### config.mk
export PLATFORM = sky130hd
export DESIGN_NAME = civil_datetime_to_epoch_core
export DESIGN_NICKNAME = d
export VERILOG_FILES = /design/src/civdt_pkg.sv /design/src/civil_datetime_to_epoch_core.sv
export SDC_FILE = /design/constraint.sdc
export NUM_CORES = 1
export LEC_CHECK = 0
export ABC_AREA = 1
export BUFFER_PORTS_ARGS = -buffer_cell sky130_fd_sc_hd__buf_2
export CORE_MARGIN = 1
export CORE_UTILIZATION = 35
export DETAILED_ROUTE_END_ITERATION = 16
export GPL_ROUTABILITY_DRIVEN = 0
export PLACE_DENSITY_LB_ADDON = 0.15
export REMOVE_ABC_BUFFERS = 1
export SETUP_SLACK_MARGIN = 0.1
export SLEW_MARGIN = 10
export SYNTH_ARGS = -nofsm -noshare
export SYNTH_HDL_FRONTEND = slang
export SYNTH_SLANG_ARGS = --single-unit
### constraint.sdc
create_clock -name clk -period 6.2 [get_ports clk]
set_input_delay 0.31 -clock clk [delete_from_list [all_inputs] [get_ports clk]]
set_output_delay 0.31 -clock clk [all_outputs]
set_load 0.05 [all_outputs]
### src/civdt_pkg.sv
`timescale 1ns / 1ps
// Shared constants and month tables for the civil date-time to epoch converter.
// No dependencies.

package civdt_pkg;

  // Year bias: a whole number of 400-year eras, so the biased year is never negative
  localparam int unsigned ERA_BIAS   = 82;
  localparam int unsigned YEAR_BIAS  = ERA_BIAS * 400;

  // Reciprocal of 400, exact for every biased year below 2^17
  localparam int unsigned ERA_SHIFT  = 26;
  localparam int unsigned ERA_RECIP  = ((1 << ERA_SHIFT) + 399) / 400;

  localparam int unsigned DAYS_PER_ERA   = 146097;
  // Day number of 1970-01-01 counted from 0000-03-01, plus one for the day-of-month base
  localparam int unsigned EPOCH_DAY_BIAS = 719468 + 1;
  localparam int unsigned SECS_PER_DAY   = 86400;
  localparam int unsigned SECS_PER_HOUR  = 3600;

  localparam int          MAX_OFFSET_MIN = 14 * 60;
  localparam int unsigned MAX_HOUR       = 23;
  localparam int unsigned MAX_MINUTE     = 59;
  localparam int unsigned MAX_SECOND     = 59;
  localparam int unsigned MAX_MILLI      = 999;

  localparam logic [3:0] MONTH_JAN = 4'd1;
  localparam logic [3:0] MONTH_FEB = 4'd2;
  localparam logic [3:0] MONTH_DEC = 4'd12;

  localparam logic signed [15:0] YEAR_INVALID = 16'sh8000;

  // Days from 1 March to the first of the given month (March-based year)
  function automatic logic [8:0] march_offset(input logic [3:0] month);
    logic [8:0] res;
    unique case (month)
      4'd3:    res = 9'd0;
      4'd4:    res = 9'd31;
      4'd5:    res = 9'd61;
      4'd6:    res = 9'd92;
      4'd7:    res = 9'd122;
      4'd8:    res = 9'd153;
      4'd9:    res = 9'd184;
      4'd10:   res = 9'd214;
      4'd11:   res = 9'd245;
      4'd12:   res = 9'd275;
      4'd1:    res = 9'd306;
      4'd2:    res = 9'd337;
      default: res = 9'd0;
    endcase
    return res;
  endfunction

  // Length of the given month; leap only matters for February
  function automatic logic [4:0] month_len(input logic [3:0] month, input logic leap);
    logic [4:0] res;
    unique case (month)
      4'd2:                      res = leap ? 5'd29 : 5'd28;
      4'd4, 4'd6, 4'd9, 4'd11:   res = 5'd30;
      default:                   res = 5'd31;
    endcase
    return res;
  endfunction

endpackage

### src/civil_datetime_to_epoch_core.sv
`timescale 1ns / 1ps
// Civil date-time to UTC epoch seconds, five-register pipeline.
// Depends on civdt_pkg.
//
// out_valid rises once a request has passed the input register, stages 1 to 3 and the result register.
// Throughput: one request per cycle; busy is held low, the pipeline never stalls.
// Depth is set by the multiplier stages (era reciprocal, era day base, day-to-seconds) and
// the era/day-count adds between them. The receiver cannot stall the results.
// Reset (rst_n low, synchronous) drops every request in flight; out_valid is low after it.

module civil_datetime_to_epoch_core import civdt_pkg::*; (
  input  logic               clk,
  input  logic               rst_n,
  input  logic               start,
  output logic               busy,
  input  logic signed [15:0] in_year_value,
  input  logic        [3:0]  in_month_value,
  input  logic        [4:0]  in_day_value,
  input  logic        [4:0]  in_hour_value,
  input  logic        [5:0]  in_minute_value,
  input  logic        [5:0]  in_second_value,
  input  logic        [9:0]  in_milli_value,
  input  logic signed [11:0] in_offset_minutes,
  output logic               out_valid,
  output logic               out_is_valid,
  output logic signed [41:0] out_epoch_seconds,
  output logic        [9:0]  out_epoch_millis
);

  // Stage 0: input register
  logic               v0_r;
  logic signed [15:0] year0_r;
  logic        [3:0]  month0_r;
  logic        [4:0]  day0_r;
  logic        [4:0]  hour0_r;
  logic        [5:0]  min0_r;
  logic        [5:0]  sec0_r;
  logic        [9:0]  milli0_r;
  logic signed [11:0] offs0_r;

  // Stage 1: biased year and its era
  logic               v1_r;
  logic        [16:0] yy1_r,   yy1_nxt;
  logic        [7:0]  erau1_r, erau1_nxt;
  logic        [3:0]  month1_r;
  logic        [4:0]  day1_r;
  logic signed [19:0] tod1_r,  tod1_nxt;
  logic        [9:0]  milli1_r;
  logic               ok1_r,   ok1_nxt;
  logic               mok1_r,  mok1_nxt;

  // Stage 2: year of era and era day base
  logic               v2_r;
  logic        [8:0]  yoe2_r,  yoe2_nxt;
  logic signed [25:0] erad2_r, erad2_nxt;
  logic        [3:0]  month2_r;
  logic        [4:0]  day2_r;
  logic signed [19:0] tod2_r;
  logic        [9:0]  milli2_r;
  logic               ok2_r,   ok2_nxt;
  logic               mok2_r;

  // Stage 3: days since the epoch
  logic               v3_r;
  logic signed [25:0] days3_r, days3_nxt;
  logic signed [19:0] tod3_r;
  logic        [9:0]  milli3_r;
  logic               ok3_r;
  logic               mok3_r;

  // Result register
  logic               out_valid_r;
  logic               out_ok_r;
  logic signed [41:0] out_secs_r, out_secs_nxt;
  logic        [9:0]  out_milli_r;

  logic               accept;

  // Intermediate terms
  logic signed [17:0] yy_full;
  logic        [34:0] era_prod;
  logic        [16:0] tod_pos;
  logic signed [19:0] offs_sec;
  logic        [16:0] yoe_full;
  logic signed [8:0]  era;
  logic        [9:0]  yoe_p1;
  logic               leap;
  logic        [1:0]  cent;
  logic        [17:0] doe;

  assign busy   = 1'b0;
  assign accept = start & ~busy;

  // Sign-extend the year for the bias add
  function automatic logic signed [17:0] in_year_sx(input logic signed [15:0] y);
    return 18'(y);
  endfunction

  // Stage 1: bias the year (March-based), divide by 400, fold the time of day, check the field ranges
  always_comb begin
    yy_full   = 18'(in_year_sx(year0_r)) + 18'sd0 + $signed(18'(YEAR_BIAS))
              - ((month0_r <= MONTH_FEB) ? 18'sd1 : 18'sd0);
    yy1_nxt   = yy_full[16:0];
    era_prod  = {18'b0, yy1_nxt} * 35'(ERA_RECIP);
    erau1_nxt = era_prod[33:26];

    tod_pos   = 17'(hour0_r) * 17'(SECS_PER_HOUR) + 17'(min0_r) * 17'd60 + 17'(sec0_r);
    offs_sec  = 20'(offs0_r) * 20'sd60;
    tod1_nxt  = $signed({3'b0, tod_pos}) - offs_sec;

    mok1_nxt  = (month0_r >= MONTH_JAN) && (month0_r <= MONTH_DEC);
    ok1_nxt   = mok1_nxt
              && (day0_r != 5'd0)
              && (hour0_r <= 5'(MAX_HOUR))
              && (min0_r <= 6'(MAX_MINUTE))
              && (sec0_r <= 6'(MAX_SECOND))
              && (milli0_r <= 10'(MAX_MILLI))
              && (offs0_r >= -12'(MAX_OFFSET_MIN))
              && (offs0_r <= 12'(MAX_OFFSET_MIN))
              && (year0_r != YEAR_INVALID);
  end

  // Stage 2: year of era, era day base, leap rule and day-in-month check
  always_comb begin
    yoe_full  = yy1_r - 17'({9'b0, erau1_r} * 17'd400);
    yoe2_nxt  = yoe_full[8:0];
    era       = $signed({1'b0, erau1_r}) - $signed(9'(ERA_BIAS));
    erad2_nxt = 26'(era) * $signed(26'(DAYS_PER_ERA));

    // February is counted in the previous March-based year, so its year is yoe + 1
    yoe_p1    = {1'b0, yoe2_nxt} + 10'd1;
    leap      = (yoe_p1[1:0] == 2'b00)
              && (yoe_p1 != 10'd100) && (yoe_p1 != 10'd200) && (yoe_p1 != 10'd300);
    ok2_nxt   = ok1_r && (day1_r <= month_len(month1_r, leap));
  end

  // Stage 3: day of era and days since the epoch
  always_comb begin
    if (yoe2_r >= 9'd300) begin
      cent = 2'd3;
    end else if (yoe2_r >= 9'd200) begin
      cent = 2'd2;
    end else if (yoe2_r >= 9'd100) begin
      cent = 2'd1;
    end else begin
      cent = 2'd0;
    end
    doe       = 18'(yoe2_r) * 18'd365 + 18'(yoe2_r[8:2]) - 18'(cent)
              + 18'(march_offset(month2_r)) + 18'(day2_r);
    days3_nxt = erad2_r + $signed({8'b0, doe}) - $signed(26'(EPOCH_DAY_BIAS));
  end

  // Stage 4: scale days to seconds; month out of range gives zero
  always_comb begin
    if (mok3_r) begin
      out_secs_nxt = 42'(days3_r) * $signed(42'(SECS_PER_DAY)) + 42'(tod3_r);
    end else begin
      out_secs_nxt = '0;
    end
  end

  // Advance the valid bits; reset drops everything in flight
  always_ff @(posedge clk) begin
    if (!rst_n) begin
      v0_r        <= 1'b0;
      v1_r        <= 1'b0;
      v2_r        <= 1'b0;
      v3_r        <= 1'b0;
      out_valid_r <= 1'b0;
    end else begin
      v0_r        <= accept;
      v1_r        <= v0_r;
      v2_r        <= v1_r;
      v3_r        <= v2_r;
      out_valid_r <= v3_r;
    end
  end

  // Advance the payload every cycle
  always_ff @(posedge clk) begin
    year0_r     <= in_year_value;
    month0_r    <= in_month_value;
    day0_r      <= in_day_value;
    hour0_r     <= in_hour_value;
    min0_r      <= in_minute_value;
    sec0_r      <= in_second_value;
    milli0_r    <= in_milli_value;
    offs0_r     <= in_offset_minutes;

    yy1_r       <= yy1_nxt;
    erau1_r     <= erau1_nxt;
    month1_r    <= month0_r;
    day1_r      <= day0_r;
    tod1_r      <= tod1_nxt;
    milli1_r    <= milli0_r;
    ok1_r       <= ok1_nxt;
    mok1_r      <= mok1_nxt;

    yoe2_r      <= yoe2_nxt;
    erad2_r     <= erad2_nxt;
    month2_r    <= month1_r;
    day2_r      <= day1_r;
    tod2_r      <= tod1_r;
    milli2_r    <= milli1_r;
    ok2_r       <= ok2_nxt;
    mok2_r      <= mok1_r;

    days3_r     <= days3_nxt;
    tod3_r      <= tod2_r;
    milli3_r    <= milli2_r;
    ok3_r       <= ok2_r;
    mok3_r      <= mok2_r;

    out_ok_r    <= ok3_r;
    out_secs_r  <= out_secs_nxt;
    out_milli_r <= milli3_r;
  end

  assign out_valid         = out_valid_r;
  assign out_is_valid      = out_ok_r;
  assign out_epoch_seconds = out_secs_r;
  assign out_epoch_millis  = out_milli_r;

  // Every accepted request passes stages 0 to 3 and reaches the result register
  a_latency: assert property (@(posedge clk) disable iff (!rst_n)
    accept |-> ##5 out_valid)
    else $error("request did not reach the result register on time");

  // A valid result never carries an out-of-range millisecond
  a_milli_ok: assert property (@(posedge clk) disable iff (!rst_n)
    (out_valid && out_is_valid) |-> (out_epoch_millis <= 10'(MAX_MILLI)))
    else $error("valid result with millisecond above range");

  // A request judged valid in the day check always has its month in range
  a_valid_month: assert property (@(posedge clk) disable iff (!rst_n)
    (v2_r && ok2_r) |-> mok2_r)
    else $error("valid flag set with month out of range");

  // An out-of-range month yields a zero result at the next stage
  a_month_zero: assert property (@(posedge clk) disable iff (!rst_n)
    (v3_r && !mok3_r) |=> (out_valid && !out_is_valid && (out_epoch_seconds == 42'sd0)))
    else $error("month out of range did not give zero seconds");

endmodule
==> impl_metrics.py, run 1 <==
metrics = {
    "logic_synthesis": {
        "ys_warn_count": 0,
        "syn_area_per_cell_um2": 8.49,
        "synth_ff_type": "dfxtp_1",
        "synth.yosys.seq_area_share": 0.198,
        "ys_types": 57,
        "syn-instance-count": 3807,
        "synth_seq_cells": 319,
        "async_flop_share": 0,
        "syn_area_um2": 32300,
        "synth_edf_count": 0,
    },
    "routing": {
        "first_pass_iters": 5,
        "avgViaCountPerCell": 4.51,
        "drcViolationCount": 0,
        "first_iter_violations": 963,
        "via_count": 24881,
        "drt.antenna.violating_nets": 0,
        "wl_per_cell_um": 14.3,
        "wl_um": 78800,
    },
    "critical_path": {
        "arrival_ns": 6.91,
        "r2r_start": "month0_r[2]",
        "cpMostUsedCell": "inv_1",
        "r2r-end": "erau1_r[5]",
        "critical_path_required_ns": 6.67,
        "rrSetupSlack_ns": -0.23,
        "crit_type": "reg -> reg",
        "crit_fanout": 5,
        "crit_slowest_cell": "fa_1",
        "max_stage_delay_ns": 0.53,
        "worstSetupEndpointType": "flop",
        "worstSetupStartpointType": "flop",
        "r2r_cells": 34,
    },
    "floorplan": {
        "design.core.area_um2": 91500,
        "die_h_um": 306,
        "dieArea_um2": 93600,
        "num_rows": 111,
        "dieWidth_um": 306,
        "initial_utilization": 0.353,
        "ioPinCount": 122,
    },
    "sta": {
        "timing.hold.ws_ns": 0.303,
        "fmax_ghz": 0.155,
        "setup_viol": 8,
        "slew_headroom": 0.343,
        "worst_slack_ns": -0.234,
        "final_max_slew_viol_count": 0,
        "skew_ns": 0.0646,
        "hold_violations": 0,
        "worst-slew-pin-transition_ns": 0.984,
        "rsz0062_at_grt": "true",
        "setup_tns_ns": -1.48,
        "period_needed_ns": 6.43,
        "fin_crit_sh": 1.04,
    },
    "clock_network": {
        "root_buffer": "clkbuf_16",
        "clk_pin_slew_ns": 0.07,
        "clkSinkCount": 319,
        "clockBufferDepth": 3,
        "clock_latency_ns": 0.64,
        "cts_buffers": 42,
        "cts.htree.levels": 2,
        "cts_tree": "yes",
    },
    "layout": {
        "layout.nets": 5308,
        "fin_area_um2": 40100,
        "antenna_cells": 0,
        "final_common_cell": "inv_1",
        "final_cell_mix": "inv_1, ha_1, nand2_1, dfxtp_1, fa_1",
        "syn_to_final_growth_pct": 23.9,
        "drive_gt1_frac": 0.182,
    },
    "min_path": {
        "min_to": "tod1_r[0]",
        "holdCritStartpoint": "sec0_r[0]",
        "hp-class": "reg -> reg",
        "hold_path_depth": 0,
    },
    "job": {
        "cap_violations": 0,
    },
    "grt": {
        "grt_max_degree": 37,
        "globalRouteOverflowTotal": 0,
        "grt_pass1_wl_um": 127000,
        "antenna_found_initial": 1,
        "grt_use_total": 0.169,
        "grt_pass1_vias": 25458,
    },
    "placement": {
        "io_buffers": 120,
        "place_area_um2": 36200,
        "dp_hpwl_um": 67200,
    },
    "status": {
        "failed_checks": "negative setup slack",
        "outcome": "complete, but fails checks",
    },
}
[cell usage after synthesis, types with 3 or more instances]
library cell / number / area (um^2)
a211oi_1: 5 / 37.5
a21boi_0: 8 / 60.1
a21o_1: 27 / 203
a21oi_1: 230 / 1150
a21oi_2: 6 / 52.6
a31o_2: 3 / 26.3
a31oi_1: 30 / 188
and2_1: 3 / 18.8
clkbuf_1: 3 / 11.3
clkinv_1: 3 / 11.3
dfxtp_1: 319 / 6390
fa_1: 304 / 6090
ha_1: 636 / 7960
inv_1: 905 / 3400
inv_2: 10 / 37.5
nand2_1: 519 / 1950
nand2_2: 5 / 31.3
nand3_1: 119 / 596
nand3b_1: 6 / 45.0
nand4_1: 24 / 150
nor2_1: 196 / 736
nor2_2: 4 / 25.0
nor3_1: 38 / 190
nor3_2: 3 / 30.0
nor4_1: 4 / 25.0
nor4_2: 3 / 37.5
o211ai_1: 8 / 60.1
o21a_1: 12 / 90.1
o21ai_0: 109 / 546
o21ai_1: 26 / 130
o21ai_2: 8 / 70.1
o21bai_1: 16 / 120
o221ai_1: 4 / 35.0
o22ai_1: 3 / 18.8
o31ai_1: 3 / 22.5
or2_1: 3 / 18.8
or2_2: 5 / 31.3
xnor2_1: 62 / 543
xor2_1: 107 / 937
xor2_2: 3 / 48.8
[layer usage]
metal,part of all wire,global-route usage
met5,0,0
met4,0.026,0.0559
met3,0.029,0.0196
met2,0.48,0.293
met1,0.46,0.218
[how the worst max path moves through the flow]
| stage | startpoint | to | cells after the start |
|---|---|---|---|
| floorplan | month0_r[3] | erau1_r[3] | 29 |
| global placement | month0_r[3] | erau1_r[4] | 33 |
| detailed placement | month0_r[3] | erau1_r[4] | 33 |
| CTS | month0_r[2] | erau1_r[4] | 32 |
| global route | month0_r[2] | erau1_r[2] | 34 |
| finish | month0_r[2] | erau1_r[5] | 34 |
[state kept, by name (all words and copies together) (netlist names), 9 cells and up, named ones only]
| register | count |
|---|---|
| days3_r | 26 |
| milli3_r | 10 |
| tod1_r | 20 |
| yy1_r | 9 |
| out_epoch_seconds | 42 |
| tod3_r | 20 |
| tod2_r | 20 |
| yoe2_r | 9 |
| erad2_r | 26 |
| milli2_r | 10 |
| milli0_r | 10 |
| year0_r | 16 |
| offs0_r | 12 |
| out_epoch_millis | 10 |
| milli1_r | 10 |
[through the flow]
step	setup slack [ns]	util	cells
after global routing	-0.577	0.438	5516
after global placement	-0.741	0.396	5353
final	-0.234	0.438	5516
after detailed placement	-0.796	0.396	5353
after floorplan	-0.435	-	3801
after CTS	-0.397	0.428	5500
[timing repair]
item	CTS	global route
gates resized for setup	157	193
hold endpoints to repair	69	0
pin swaps	97	119
hold buffers	67	0
buffers inserted	7	16
setup endpoints to repair	23	28
gates cloned	0	0
[kinds of logic after synthesis]
family                   share of synthesized area
adder cells (fa/ha/maj)                      0.434
AND/OR/NAND/NOR                              0.122
buffers and inverters                        0.108
AO/OA/AOI/OAI                               0.0915
flip-flops                                   0.198
XOR/XNOR                                    0.0473
other                                     0.000116
[final cells by class]
cell class              instances  area, um^2
repair buffers                456        3350
fillers                      9162       51500
well taps                    1186        1480
clock inverters                20         290
flip-flops and latches        319        6420
inverters                     918        3450
clock buffers                  53        1170
multi-input cells            2564       23900
[critical path: cells and delay by family, from the launching register on]
kind,cells,cell delay (ns)
flops,1,0.32
fa+ha+maj,10,3.53
buf+inv,9,0.84
compound gates,5,0.75
simple gates,9,0.62
xor+xnor,1,0.20
Power of run 1 is not shown: default switching activity piles up to over one toggle a cycle in this logic, so the estimate is an artifact.
==> inputs of run 2 (changes only) <==
--- a/config.mk
+++ b/config.mk
@@ -8,7 +8,7 @@
 export ABC_AREA = 1
 export BUFFER_PORTS_ARGS = -buffer_cell sky130_fd_sc_hd__buf_2
 export CORE_MARGIN = 1
-export CORE_UTILIZATION = 35
+export CORE_UTILIZATION = 50
 export DETAILED_ROUTE_END_ITERATION = 16
 export GPL_ROUTABILITY_DRIVEN = 0
 export PLACE_DENSITY_LB_ADDON = 0.15
==> run 2 against run 1 <==
The flow still finishes with violations (negative setup slack). Design area shrank 3.3%. Flip-flop and latch count did not move. Cell count fell by 7.4%. Critical endpoint is now erau1_r[6]. Highest routed layer unchanged.
==> impl_metrics.py, run 2 (synthesis results as in run 1) <==
metrics = {
    "sta": {
        "fin_crit_sh": 1.04,
        "hold_violations": 0,
        "period_needed_ns": 6.42,
        "setup_tns_ns": -1.29,
        "setup_viol": 8,
        "fmax_ghz": 0.156,
        "slew_headroom": 0.325,
        "final_max_slew_viol_count": 0,
        "skew_ns": 0.0389,
        "worst_slack_ns": -0.224,
        "worst-slew-pin-transition_ns": 1.01,
        "rsz0062_at_grt": "true",
    },
    "routing": {
        "avgViaCountPerCell": 4.91,
        "drt.antenna.violating_nets": 0,
        "via_count": 25080,
        "wl_um": 72900,
        "drcViolationCount": 0,
        "wl_per_cell_um": 14.3,
        "first_iter_violations": 1101,
        "first_pass_iters": 6,
    },
    "clock_network": {
        "clock_latency_ns": 0.58,
        "clk_pin_slew_ns": 0.06,
        "root_buffer": "clkbuf_16",
        "cts_tree": "yes",
        "clkSinkCount": 319,
        "cts_buffers": 36,
        "clockBufferDepth": 3,
        "cts.htree.levels": 2,
    },
    "grt": {
        "grt_pass1_wl_um": 120000,
        "grt_pass1_vias": 24851,
        "antenna_found_initial": 3,
        "grt_max_degree": 35,
        "grt_use_total": 0.222,
        "globalRouteOverflowTotal": 0,
    },
    "job": {
        "cap_violations": 0,
    },
    "floorplan": {
        "dieArea_um2": 65700,
        "design.core.area_um2": 63400,
        "ioPinCount": 122,
        "num_rows": 92,
        "die_h_um": 256,
        "dieWidth_um": 256,
        "initial_utilization": 0.510,
    },
    "layout": {
        "layout.nets": 5239,
        "drive_gt1_frac": 0.158,
        "fin_cells": 5109,
        "final_common_cell": "inv_1",
        "utilization": 0.611,
        "final_cell_mix": "inv_1, ha_1, nand2_1, fa_1, dfxtp_1",
        "syn_to_final_growth_pct": 19.8,
        "largest_reg_flops": 42,
    },
    "placement": {
        "dp_slack_ns": -0.773,
        "dp_hpwl_um": 60800,
        "placedCellCount": 4954,
        "io_buffers": 120,
    },
    "min_path": {
        "hp-class": "reg -> reg",
    },
    "critical_path": {
        "worstSetupEndpointType": "flop",
        "cpMostUsedCell": "inv_2",
        "crit_type": "reg -> reg",
        "max_stage_delay_ns": 0.54,
        "crit_slowest_cell": "fa_1",
        "critical_path_required_ns": 6.66,
        "arrival_ns": 6.88,
        "worstSetupStartpointType": "flop",
        "crit_fanout": 4,
    },
    "status": {
        "failed_checks": "negative setup slack",
        "outcome": "complete, but fails checks",
    },
}
run 2: cell types whose count changed in the layout (fill, tap and decap cells not counted), moves of 5 or more:
cell	delta
buf_4	-56
inv_2	-20
inv_1	+19
ha_1	+15
ha_4	-12
buf_6	-7
clkbuf_16	-6
nor2_1	+5
run 2: cell type report:
cell class / instances / area [um^2]
flip-flops and latches: 319 / 6430
fillers: 5615 / 24700
clock buffers: 47 / 1020
diodes: 3 / 7.51
well taps: 846 / 1060
clock inverters: 19 / 274
repair buffers: 393 / 2850
inverters: 918 / 3450
multi-input cells: 2564 / 23700
run 2: worst paths after layout:
check / start / endpoint / slack, ns / cells past startpoint
worst min register to register: tod2_r[16] / tod3_r[16] / 0.31 / 0
worst max-delay path: month0_r[3] / erau1_r[6] / -0.22 / 35
worst max register to register: month0_r[3] / erau1_r[6] / -0.22 / 35
worst min-delay path: tod2_r[16] / tod3_r[16] / 0.31 / 0
run 2: critical path, delay by kind of cell, from the launching register on:
family | cells | cell delay [ns]
buffers and inverters | 7 | 0.44
AND/OR/NAND/NOR | 11 | 0.73
adder cells (fa/ha/maj) | 10 | 3.72
AO/OA/AOI/OAI | 6 | 0.91
XOR/XNOR | 1 | 0.17
flip-flops | 1 | 0.33
run 2: layer usage:
layer / wire, um / track usage / share of wire / vias up
met5: 0 / 0 / 0 / -
met4: 1540 / 0.0511 / 0.021 / 0
met3: 2650 / 0.0299 / 0.036 / 108
met2: 34400 / 0.380 / 0.47 / 393
met1: 34300 / 0.295 / 0.47 / 11697
li1: - / - / - / 12882
run 2: timing repair:
item / CTS / global route
hold buffers: 67 / 0
gates resized for setup: 120 / 167
hold endpoints to repair: 69 / 0
pin swaps: 73 / 77
buffers inserted: 4 / 15
endpoints found under the setup margin: 18 / 29
run 2: stage by stage:
stage / hold WS (ns) / area [um^2]
detailed placement: 0.312 / 35400
CTS: 0.304 / 37900
global placement: 0.310 / 35400
finish: 0.314 / 38700
global route: 0.308 / 38700
floorplan: 0.310 / 32300
Power of run 2 is left out for the same reason.
